$ cat src/sv/lcls_pkg.sv
// ----------------------------------------------------------------------------
// lcls_pkg: shared definitions for the led cube layer scanner
// request kinds, stream payload widths and the layer select width
// ----------------------------------------------------------------------------
package lcls_pkg;

   // request kinds carried on req_tuser
   localparam logic [1:0] MODE_WRITE = 2'd0;
   localparam logic [1:0] MODE_READ  = 2'd1;
   localparam logic [1:0] MODE_SCAN  = 2'd2;

   // field widths
   localparam int MODE_W    = 2;
   localparam int COORD_W   = 3;
   localparam int ONEHOT_W  = 8;
   // coordinates widened so that a side of up to 16 compares cleanly
   localparam int COORD_EXT_W = 5;

   // packed stream payloads, padded to whole bytes
   localparam int REQ_DATA_W = 16;
   localparam int RSP_DATA_W = 16;

endpackage

$ cat src/sv/led_cube_layer_scanner.sv
// ----------------------------------------------------------------------------
// led_cube_layer_scanner: voxel store and layer scan for a multiplexed cube
// keeps one bit per voxel and streams out one layer per scan tick, bit by bit
// ----------------------------------------------------------------------------
//
//  channel | direction | tdata (low bit up)                         | tuser / tlast
//  --------+-----------+--------------------------------------------+----------------------
//  req_    | in        | col_x[2:0] row_y[5:3] layer_z[8:6] lit[9]  | tuser = mode
//  rsp_    | out       | read_bit[0] layer_onehot[8:1] serial_bit[9]| tuser = is_read_reply,
//          |           |                                            | tlast = last
//
// a write goes into the ram in the cycle it is accepted; a read passes the ram
// read register on its way to the result register; a scan tick reads the current
// layer, one voxel per cycle while rsp_ is not stalled, and shifts it out serially.
// after reset a clearing pass writes zero to all 2**(3*clog2(CUBE_SIDE))
// ram entries (512 at side 8) one per cycle before req_tready rises.
// a stalled rsp_ holds the ram read register and pauses the scan in place.
//
module led_cube_layer_scanner
   import lcls_pkg::*;
#(
   parameter int CUBE_SIDE = 8
) (
   input  logic                  clock,
   input  logic                  reset,
   // request stream
   input  logic                  req_tvalid,
   output logic                  req_tready,
   input  logic [REQ_DATA_W-1:0] req_tdata,   // col_x, row_y, layer_z, lit, zero pad
   input  logic [MODE_W-1:0]     req_tuser,   // mode
   // result stream
   output logic                  rsp_tvalid,
   input  logic                  rsp_tready,
   output logic [RSP_DATA_W-1:0] rsp_tdata,   // read_bit, layer_onehot, serial_bit, zero pad
   output logic                  rsp_tuser,   // is_read_reply
   output logic                  rsp_tlast
);

   localparam int CW    = $clog2(CUBE_SIDE);
   localparam int AW    = 3 * CW;
   localparam int DEPTH = 1 << AW;
   localparam logic [CW-1:0] SIDE_MAX = CW'(CUBE_SIDE - 1);

   typedef enum logic [1:0] {
      S_CLEAR,
      S_IDLE,
      S_SCAN,
      S_DRAIN
   } state_type;

   // voxel ram, one bit per entry, address {layer, row, column}
   logic voxel_mem [DEPTH];

   state_type            state_ff, state_in;
   logic [AW-1:0]        clr_addr_ff, clr_addr_in;
   logic [CW-1:0]        layer_ff, layer_in;
   logic [CW-1:0]        row_ff, row_in;
   logic [CW-1:0]        col_ff, col_in;
   logic                 pend_ff, pend_in;
   logic                 pend_rd_ff, pend_rd_in;
   logic                 pend_ok_ff, pend_ok_in;
   logic                 pend_last_ff, pend_last_in;
   logic                 ovalid_ff, ovalid_in;
   logic                 o_isrd_ff, o_isrd_in;
   logic                 o_rbit_ff, o_rbit_in;
   logic                 o_sbit_ff, o_sbit_in;
   logic                 o_last_ff, o_last_in;
   logic [ONEHOT_W-1:0]  o_onehot_ff, o_onehot_in;
   logic                 mem_q_ff;

   logic                 mem_we, mem_wd, mem_re;
   logic [AW-1:0]        mem_wa, mem_ra;
   logic                 accept, consume, issue, scan_end;
   logic [COORD_EXT_W-1:0] x_ext, y_ext, z_ext;
   logic                 coords_ok;
   logic [AW-1:0]        req_addr;
   logic                 req_lit;

   // request field unpacking
   assign x_ext    = COORD_EXT_W'(req_tdata[COORD_W-1:0]);
   assign y_ext    = COORD_EXT_W'(req_tdata[2*COORD_W-1:COORD_W]);
   assign z_ext    = COORD_EXT_W'(req_tdata[3*COORD_W-1:2*COORD_W]);
   assign req_lit  = req_tdata[3*COORD_W];
   assign coords_ok = (x_ext < COORD_EXT_W'(CUBE_SIDE)) &&
                      (y_ext < COORD_EXT_W'(CUBE_SIDE)) &&
                      (z_ext < COORD_EXT_W'(CUBE_SIDE));
   assign req_addr = {z_ext[CW-1:0], y_ext[CW-1:0], x_ext[CW-1:0]};

   // handshakes
   assign req_tready = (state_ff == S_IDLE);
   assign accept     = req_tvalid && req_tready;
   assign consume    = pend_ff && (!ovalid_ff || rsp_tready);
   assign issue      = (state_ff == S_SCAN) && (!pend_ff || consume);
   assign scan_end   = (row_ff == SIDE_MAX) && (col_ff == SIDE_MAX);

   // next state, ram control and result register
   always_comb begin
      state_in     = state_ff;
      clr_addr_in  = clr_addr_ff;
      layer_in     = layer_ff;
      row_in       = row_ff;
      col_in       = col_ff;
      pend_in      = pend_ff;
      pend_rd_in   = pend_rd_ff;
      pend_ok_in   = pend_ok_ff;
      pend_last_in = pend_last_ff;
      mem_we       = 1'b0;
      mem_wa       = req_addr;
      mem_wd       = req_lit;
      mem_re       = 1'b0;
      mem_ra       = {layer_ff, row_ff, col_ff};

      // pending ram data moves into the result register
      if (consume) begin
         pend_in = 1'b0;
      end

      case (state_ff)
         S_CLEAR: begin
            mem_we      = 1'b1;
            mem_wa      = clr_addr_ff;
            mem_wd      = 1'b0;
            clr_addr_in = clr_addr_ff + AW'(1);
            if (clr_addr_ff == {AW{1'b1}}) begin
               state_in = S_IDLE;
            end
         end
         S_IDLE: begin
            if (accept) begin
               case (req_tuser)
                  MODE_WRITE: begin
                     mem_we = coords_ok;
                  end
                  MODE_READ: begin
                     mem_re       = 1'b1;
                     mem_ra       = req_addr;
                     pend_in      = 1'b1;
                     pend_rd_in   = 1'b1;
                     pend_ok_in   = coords_ok;
                     pend_last_in = 1'b0;
                     state_in     = S_DRAIN;
                  end
                  MODE_SCAN: begin
                     row_in   = '0;
                     col_in   = '0;
                     state_in = S_SCAN;
                  end
                  default: begin
                  end
               endcase
            end
         end
         S_SCAN: begin
            // one voxel read per cycle while the result side keeps up
            if (issue) begin
               mem_re       = 1'b1;
               pend_in      = 1'b1;
               pend_rd_in   = 1'b0;
               pend_ok_in   = 1'b1;
               pend_last_in = scan_end;
               if (col_ff == SIDE_MAX) begin
                  col_in = '0;
                  row_in = row_ff + CW'(1);
               end else begin
                  col_in = col_ff + CW'(1);
               end
               if (scan_end) begin
                  state_in = S_DRAIN;
               end
            end
         end
         S_DRAIN: begin
            if (consume) begin
               state_in = S_IDLE;
               // layer advances once its final bit moves into the result register
               if (pend_last_ff && !pend_rd_ff) begin
                  layer_in = (layer_ff == SIDE_MAX) ? '0 : layer_ff + CW'(1);
               end
            end
         end
         default: begin
            state_in = S_IDLE;
         end
      endcase
   end

   // result register load
   always_comb begin
      ovalid_in   = ovalid_ff;
      o_isrd_in   = o_isrd_ff;
      o_rbit_in   = o_rbit_ff;
      o_sbit_in   = o_sbit_ff;
      o_last_in   = o_last_ff;
      o_onehot_in = o_onehot_ff;
      if (consume) begin
         ovalid_in   = 1'b1;
         o_isrd_in   = pend_rd_ff;
         o_rbit_in   = pend_rd_ff && pend_ok_ff && mem_q_ff;
         o_sbit_in   = !pend_rd_ff && mem_q_ff;
         o_last_in   = !pend_rd_ff && pend_last_ff;
         o_onehot_in = pend_rd_ff ? '0 : (ONEHOT_W'(1) << layer_ff);
      end else if (rsp_tready) begin
         ovalid_in = 1'b0;
      end
   end

   // state and registered outputs
   always_ff @(posedge clock) begin
      if (reset) begin
         state_ff    <= S_CLEAR;
         clr_addr_ff <= '0;
         layer_ff    <= '0;
         row_ff      <= '0;
         col_ff      <= '0;
         pend_ff     <= 1'b0;
         ovalid_ff   <= 1'b0;
      end else begin
         state_ff    <= state_in;
         clr_addr_ff <= clr_addr_in;
         layer_ff    <= layer_in;
         row_ff      <= row_in;
         col_ff      <= col_in;
         pend_ff     <= pend_in;
         ovalid_ff   <= ovalid_in;
      end
      pend_rd_ff   <= pend_rd_in;
      pend_ok_ff   <= pend_ok_in;
      pend_last_ff <= pend_last_in;
      o_isrd_ff    <= o_isrd_in;
      o_rbit_ff    <= o_rbit_in;
      o_sbit_ff    <= o_sbit_in;
      o_last_ff    <= o_last_in;
      o_onehot_ff  <= o_onehot_in;
   end

   // voxel ram: one write port, one registered read port
   always_ff @(posedge clock) begin
      if (mem_we) begin
         voxel_mem[mem_wa] <= mem_wd;
      end
      if (mem_re) begin
         mem_q_ff <= voxel_mem[mem_ra];
      end
   end

   // result stream
   assign rsp_tvalid = ovalid_ff;
   assign rsp_tuser  = o_isrd_ff;
   assign rsp_tlast  = o_last_ff;
   assign rsp_tdata  = RSP_DATA_W'({o_sbit_ff, o_onehot_ff, o_rbit_ff});

`ifndef SYNTHESIS
   // no read data may be in flight while new requests are taken
   a_idle_no_pending: assert property (@(posedge clock) disable iff (reset)
      (state_ff == S_IDLE) |-> !pend_ff)
      else $error("read data pending in idle");

   // a scan never disturbs the voxel ram contents
   a_scan_no_write: assert property (@(posedge clock) disable iff (reset)
      (state_ff == S_SCAN || state_ff == S_DRAIN) |-> !mem_we)
      else $error("voxel ram written during a scan");

   // ram read data holds while the result side is stalled
   a_hold_read_data: assert property (@(posedge clock) disable iff (reset)
      (pend_ff && !consume) |=> $stable(mem_q_ff))
      else $error("pending voxel lost under stall");

   // the layer only moves when the final bit of a layer transfers inward
   a_layer_step: assert property (@(posedge clock) disable iff (reset)
      !(consume && pend_last_ff && !pend_rd_ff) |=> $stable(layer_ff))
      else $error("layer counter moved outside a scan end");

   // a last marker belongs to a scan bit only
   a_last_is_scan: assert property (@(posedge clock) disable iff (reset)
      (consume && pend_rd_ff) |=> (!o_last_ff && o_onehot_ff == '0 && !o_sbit_ff))
      else $error("read answer carries scan fields");
`endif

endmodule
$ cat config.mk
export PLATFORM = sky130hd
export DESIGN_NAME = led_cube_layer_scanner
export DESIGN_NICKNAME = d
export VERILOG_FILES = /design/src/sv/lcls_pkg.sv /design/src/sv/led_cube_layer_scanner.sv
export SDC_FILE = /design/constraint.sdc
export NUM_CORES = 1
export LEC_CHECK = 0
export BUFFER_PORTS_ARGS = -buffer_cell sky130_fd_sc_hd__buf_2
export CORE_AREA = 4 4 252 229
export DETAILED_ROUTE_END_ITERATION = 8
export DIE_AREA = 0 0 256 233
export PLACE_DENSITY = 0.63
export SETUP_SLACK_MARGIN = 0.5
export SYNTH_ARGS = -nofsm -noshare
export SYNTH_HDL_FRONTEND = slang
export SYNTH_SLANG_ARGS = --single-unit
export TNS_END_PERCENT = 1
$ cat constraint.sdc
create_clock -name clock -period 17.7 [get_ports clock]
set_input_delay 3.54 -clock clock [delete_from_list [all_inputs] [get_ports clock]]
set_output_delay 3.54 -clock clock [all_outputs]
set_load 0.02 [all_outputs]
==> results of run 1 <==
## routing by layer
metal	GRT usage	wire, microns	vias to the layer above
met1	0.296	27400	8360
met4	0.0650	1660	0
li1	-	-	7510
met2	0.353	30800	661
met3	0.0326	5260	104
met5	0	0	-
## cell usage in the layout, fill, tap and decap left out, drive strengths merged, types with 2 or more instances in the layout
cell type and instances:
o32a 2, nand2 277, mux2i 157, nor3 23, o22ai 81, nor2b 6
a2111oi 2, nand3 11, or3 2, o31ai 4, bufinv 8, a32oi 3
and2 10, o311ai 2, o211ai 2, nand3b 4, a211oi 2, conb 6
nor3b 2, o21ai 19, o41ai 11, edfxtp 527, nand4 4, xnor2 3
a21oi 122, diode 3, a31oi 6, clkbuf 72, xor2 2, mux2 5
nor4 42, inv 22, clkinv 20, o32ai 4, nand2b 6, dfxtp 22
mux4 2, nor2 565, ha 15, buf 58
## worst min path at each step
| stage | from | cells after the start | slack, ns | endpoint |
|---|---|---|---|---|
| 3_3_place_gp | state_ff[0] | 2 | 0.52 | state_ff[0] |
| 5_1_grt | pend_ff | 2 | 0.58 | rsp_tvalid |
| 2_1_floorplan | pend_ff | 2 | 0.50 | rsp_tvalid |
| 4_1_cts | pend_ff | 2 | 0.54 | rsp_tvalid |
| 3_5_place_dp | pend_ff | 2 | 0.53 | rsp_tvalid |
| 6_report | pend_ff | 2 | 0.54 | rsp_tvalid |
## state kept, by name (all words and copies together), names as in the netlist
name and cells:
o_sbit_ff 1, layer_ff 3, pend_last_ff 1, pend_rd_ff 1, mem_q_ff 1, voxel_mem 512, rsp_tuser 1, state_ff 2
clr_addr_ff 9, o_rbit_ff 1, col_ff 3, rsp_tlast 1, rsp_tvalid 1, pend_ff 1, o_onehot_ff 8, row_ff 3
## area by class of cell
class	instances	area (sq um)
Antenna cell	3	7.51
Clock buffer	72	1480
Clock inverter	30	360
Fill cell	4957	28200
Inverter	21	78.8
Multi-Input combinational cell	1412	7490
Sequential cell	549	16300
Tap cell	714	893
Timing Repair Buffer	58	388
## power groups by stage
stage / logic (mW) / registers [mW] / clock network (mW)
6_report: 0.458 / 1.52 / 1.20
4_1_cts: 0.454 / 1.52 / 1.22
3_3_place_gp: 0.442 / 1.55 / 0
2_1_floorplan: 0.255 / 1.58 / 0
5_1_grt: 0.484 / 1.52 / 1.27
3_5_place_dp: 0.452 / 1.55 / 0
## kinds of logic (layout without fill, tap and decap cells)
kind of cell,count (synthesis),in the layout,share of synthesized area
other,1,9,0.000153
DFF,549,549,0.663
and+or+nand+nor,955,955,0.157
adders and majority gates,15,15,0.00765
muxes,164,164,0.0693
AOI/OAI and AO/OA,267,267,0.0647
xor gates and xnor gates,5,5,0.00178
buffers and inverters,192,181,0.0366
## critical path: cells and delay by family
family | cells | cell delay (ns)
AOI/OAI and AO/OA | 3 | 0.96
buffers and inverters | 4 | 1.65
muxes | 1 | 0.29
and+or+nand+nor | 5 | 1.56
==> results.cfg, run 1 <==
[outcome]
outcome = completed

[clocking]
cts.clk_slew.worst_paths_ns = 0.06
clk_latency_ns = 0.63
cts_tree = built
htreeDepth = 2
postCtsHoldBufs = 0
postCtsSetupRepairBufs = 0
ctsResizeCount = 0
cts_root_buf = clkbuf_16
clk_path_buf_depth = 3
cts_buffers = 55
cts_sinks = 549

[die]
dieArea_sq_um = 59600
die_w_microns = 256
core_region_area_sq_um = 55200
die_h_microns = 233
start_util = 0.445
io-pin-count = 42
rows = 82

[run]
cap_violations = 0

[timing]
slew_headroom = 0.110
period_share = 0.431
fmax_ghz = 0.131
fin_skew_ns = 0.0383
timing.hold.ws_ns = 0.541
grt_setup_unrepaired = no
hold_violations = 0
setup_slack_ns = 10.07
final.setup.tns_ns = 0
final-setup-viol-count = 0
report.final.slew_viol_count = 0
period_needed_ns = 7.63
tightest_slew_ns = 1.33

[yosys]
synth-edff-count = 527
synth_top_area_cell = edfxtp_1
yosysSeqAreaShare = 0.663
synth_common_cells = nor2_1 (565), edfxtp_1 (527), nand2_1 (276)
avgSynthCellArea_sq_um = 11.4
synth_top_area_frac = 0.645
async_flop_share = 0
synth.most_common_cell = nor2_1
ys_types = 58
netlist_area_sq_um = 24500
yosysWarnings = 0
ys.flop_type = edfxtp_1
ys_ff_latch = 549
synth_area_leaders = edfxtp_1 (64%), nor2_1 (8.6%), mux2i_1 (6.3%), nand2_1 (4.2%), a21oi_1 (2.5%)
syn_inst = 2148

[pwr]
p_int_mw = 2.30
power_mw = 3.18
ir_worst_vdd_v = 0.0000915
clockPowerShare = 0.377
p_per_area_nw_per_um2 = 118
pwr-share-comb = 0.144
netSwitchingFraction = 0.278
p_leak_nw = 8.78
power.switching_mw = 0.883
seq_power_share = 0.479

[critical_path]
required_ns = 18.15
start_kind = primary input
critPathMaxStageDelay_ns = 0.62
slowest_stage = buf_4
path_common_cell = buf_4
r2r-end = mem_q_ff
path_max_fanout = 44
crit_chain = buf_2 -> nand4b_2 -> buf_4 -> mux2i_4 -> buf_4 -> nand2_2 -> buf_4 -> o22ai_1 -> nor4_1 -> o32ai_1 -> nor3_1 -> or4_1 -> a2bb2oi_1
end_kind = flop
rrSetupSlack_ns = 12.29
reg2reg_depth = 14
r2r-start = state_ff[1]
startpoint = req_tuser[1]
endpoint = mem_q_ff
worstPathArrival_ns = 8.08
setup.worst_path.class = primary input to flop

[finish]
stdcell_area_sq_um = 27000
drive_gt1_frac = 0.0798
stdcell_count = 2859
areaGrowthSynthToFinish_pct = 9.89
fin_util = 0.489
fin_nets = 2134

[worst_hold_path]
hp-class = flop to flop

[place]
dp_cells = 2754
dpl_cell_area_sq_um = 25100
dp_hpwl_microns = 32400
io_buffers = 29
post-place-ws_ns = 9.50
globalplace.congestion = 0.828

[route]
routed-via-count = 16600
drt_iter0_markers = 2017
routed_via_density = 5.82
routedWlPerCell_microns = 22.8
postRouteWirelength_microns = 65100
dr.pass1.iters = 6
antenna_left = 0
drc_errors = 0

[global_routing]
grt_pass1_vias = 15700
grt_max_degree = 303
grt_first_pass_wirelength_microns = 97100
antenna_found_initial = 3
track_usage = 0.214
globalRouteOverflowTotal = 0
(Power assumes the default switching activity.)
==> inputs of run 2 (changes only) <==
- ABC_AREA: unset -> 1
- CORE_AREA: 4 4 252 229 -> 4 4 261 237
- DIE_AREA: 0 0 256 233 -> 0 0 265 241
- clock period: 17.7 -> 7 ns (I/O delays scaled with it)
==> results.cfg, run 2 <==
[outcome]
outcome = completed

[clocking]
cts.clk_slew.worst_paths_ns = 0.06
cts_sinks = 549
ctsResizeCount = 0
clk_path_buf_depth = 3
postCtsSetupRepairBufs = 0
clk_latency_ns = 0.60
cts_buffers = 55
cts_tree = built
htreeDepth = 2
cts_root_buf = clkbuf_16
postCtsHoldBufs = 0

[critical_path]
crit_family = simple AND/OR/NAND/NOR gates
required_ns = 7.34
slowest_stage = nand2_8
crit_chain = buf_2 -> nand2_1 -> inv_2 -> nand2_4 -> nand2_2 -> nand2_8 -> buf_12 -> nand2_1 -> o211ai_1 -> nand3_1 -> nand3_1 -> nand3_1 -> nand3_1 -> nand3_1 -> nand3_1 -> nand2_1 -> nand2_1 -> nand2_1
r2r-start = state_ff[1]
reg2reg_depth = 19
setup.worst_path.class = primary input to flop
r2r-end = mem_q_ff
path_common_cell = nand3_1
critPathMaxStageDelay_ns = 0.75
rrSetupSlack_ns = 2.69
path_max_fanout = 103
worst-path-buf-inv = 3
worstPathArrival_ns = 4.88
start_kind = primary input
end_kind = flop

[yosys]
ys_types = 34
yosysWarnings = 0
ys.flop_type = edfxtp_1
avgSynthCellArea_sq_um = 8.99
synth_top_area_cell = edfxtp_1
synth_area_leaders = edfxtp_1 (60%), nand2_1 (9.5%), nand3_1 (8.1%), nor2_1 (7.9%), inv_1 (5.4%)
yosysSeqAreaShare = 0.615
synth-edff-count = 527
syn_inst = 2941
synth_top_area_frac = 0.599
netlist_area_sq_um = 26400
synth_common_cells = nand2_1 (670), nor2_1 (559), edfxtp_1 (527)
ys_ff_latch = 549
async_flop_share = 0
synth.most_common_cell = nand2_1

[die]
dieArea_sq_um = 63900
io-pin-count = 42
die_w_microns = 265
core_region_area_sq_um = 59300
start_util = 0.445
die_h_microns = 241
rows = 85

[global_routing]
track_usage = 0.212
globalRouteOverflowTotal = 0
antenna_found_initial = 0
grt_pass1_vias = 18600
grt_max_degree = 324
grt_first_pass_wirelength_microns = 105000

[route]
drt_iter0_markers = 2212
drc_errors = 0
routed-via-count = 19600
dr.pass1.iters = 6
antenna_left = 0
routedWlPerCell_microns = 18.7
routed_via_density = 5.32
postRouteWirelength_microns = 69000

[timing]
slew_headroom = 0.165
timing.hold.ws_ns = 0.492
report.final.slew_viol_count = 0
fmax_ghz = 0.220
period_needed_ns = 4.54
tightest_slew_ns = 1.25
final-setup-viol-count = 0
period_share = 0.648
grt_setup_unrepaired = no
hold_violations = 0
final.setup.tns_ns = 0
fin_skew_ns = 0.0178

[finish]
top_register = voxel_mem
num_antenna_cells = 0
largestRegisters = voxel_mem: 512 flops, clr_addr_ff: 9 flops, o_onehot_ff: 8 flops
largest_register_ffs = 512
fillers = 5533
stdcell_count = 3683
multi_input_area_sq_um = 7900
drive_gt1_frac = 0.0576
fin_util = 0.482
layout_common_cells = nand2_1 (654), nor2_1 (558), edfxtp_1 (527)
fin_nets = 2896
register_area_sq_um = 16300
areaGrowthSynthToFinish_pct = 8.31
final_common_cell = nand2_1

[pwr]
netSwitchingFraction = 0.404
power.switching_mw = 4.34
clockPowerShare = 0.256
p_int_mw = 6.39
p_per_area_nw_per_um2 = 375
ir_worst_vdd_v = 0.000502
p_leak_nw = 11.1
pwr-share-comb = 0.367
seq_power_share = 0.377

[place]
io_buffers = 29
dp_cells = 3585
dp_hpwl_microns = 34200
globalplace.congestion = 0.808

[worst_hold_path]
hp-class = flop to flop
min_path_cells = 2
hold_start = pend_ff
whs_endpoint = rsp_tvalid

[run]
cap_violations = 0
==> run 2: cell types whose count changed after synthesis, moves of 41 or more <==
cell,before,now
nand3_1,11,429
nand2_1,276,670
inv_1,21,379
mux2i_1,155,0
a21oi_1,121,17
o22ai_1,81,0
buf_2,25,73
nor4_1,42,1
==> run 2: worst register-to-register path: stages, from the launching register on <==
cell	delay, ns
dfxtp_1	0.37
inv_1	0.08
ha_1	0.21
nand2_1	0.15
inv_2	0.08
nand2_4	0.23
nand2_2	0.47
nand2_8	0.76
buf_12	0.45
nand2_1	0.12
o211ai_1	0.09
nand3_1	0.09
nand3_1	0.13
nand3_1	0.15
nand3_1	0.25
nand3_1	0.11
nand3_1	0.13
nand2_1	0.06
nand2_1	0.05
nand2_1	0.08
==> run 2: cell type report <==
type                    count  area share
flip-flops and latches    549       0.568
multi-input cells        1814       0.276
clock buffers              69      0.0514
inverters                 383      0.0503
well taps                 783      0.0342
repair buffers             56      0.0143
clock inverters            29     0.00546
==> run 2: worst max-delay path by stage <==
stage,cells past startpoint,slack (ns),start,end
6_report,18,2.46,req_tvalid,mem_q_ff
3_3_place_gp,18,1.90,req_tvalid,mem_q_ff
2_1_floorplan,2,0.51,req_tdata[9],voxel_mem[0]
3_5_place_dp,18,1.90,req_tvalid,mem_q_ff
5_1_grt,19,2.30,req_tuser[0],mem_q_ff
4_1_cts,18,2.54,req_tvalid,mem_q_ff
==> run 2: per-layer routing <==
metal	global-route usage	vias up	part of all wire
li1	-	9273	-
met1	0.279	9433	0.41
met4	0.0656	0	0.029
met2	0.370	736	0.49
met5	0	-	0
met3	0.0285	138	0.080
==> run 2: cells by family after synthesis <==
family,count (synthesis),synth area share
other,1,0.000142
xor gates and xnor gates,1,0.000331
AOI/OAI and AO/OA,101,0.0222
and+or+nand+nor,1691,0.264
adders and majority gates,15,0.00710
buffers and inverters,583,0.0905
DFF,549,0.615
==> run 2: power groups by stage <==
stage	logic (mW)	clock network (mW)	registers, mW
6_report	3.94	2.74	4.05
5_1_grt	4.29	2.92	4.05
4_1_cts	3.92	2.77	4.04
3_5_place_dp	3.91	0	4.11
3_3_place_gp	3.85	0	4.11
2_1_floorplan	2.61	0	4.16
==> run 2: per-stage QoR <==
step	worst slack, ns	total power [mW]	cell area (sq um)
after floorplan	0.509	6.77	26500
after global routing	2.30	11.3	28600
after detailed placement	1.90	8.02	27000
final	2.46	10.7	28600
after global placement	1.90	7.96	27000
after CTS	2.54	10.7	28600
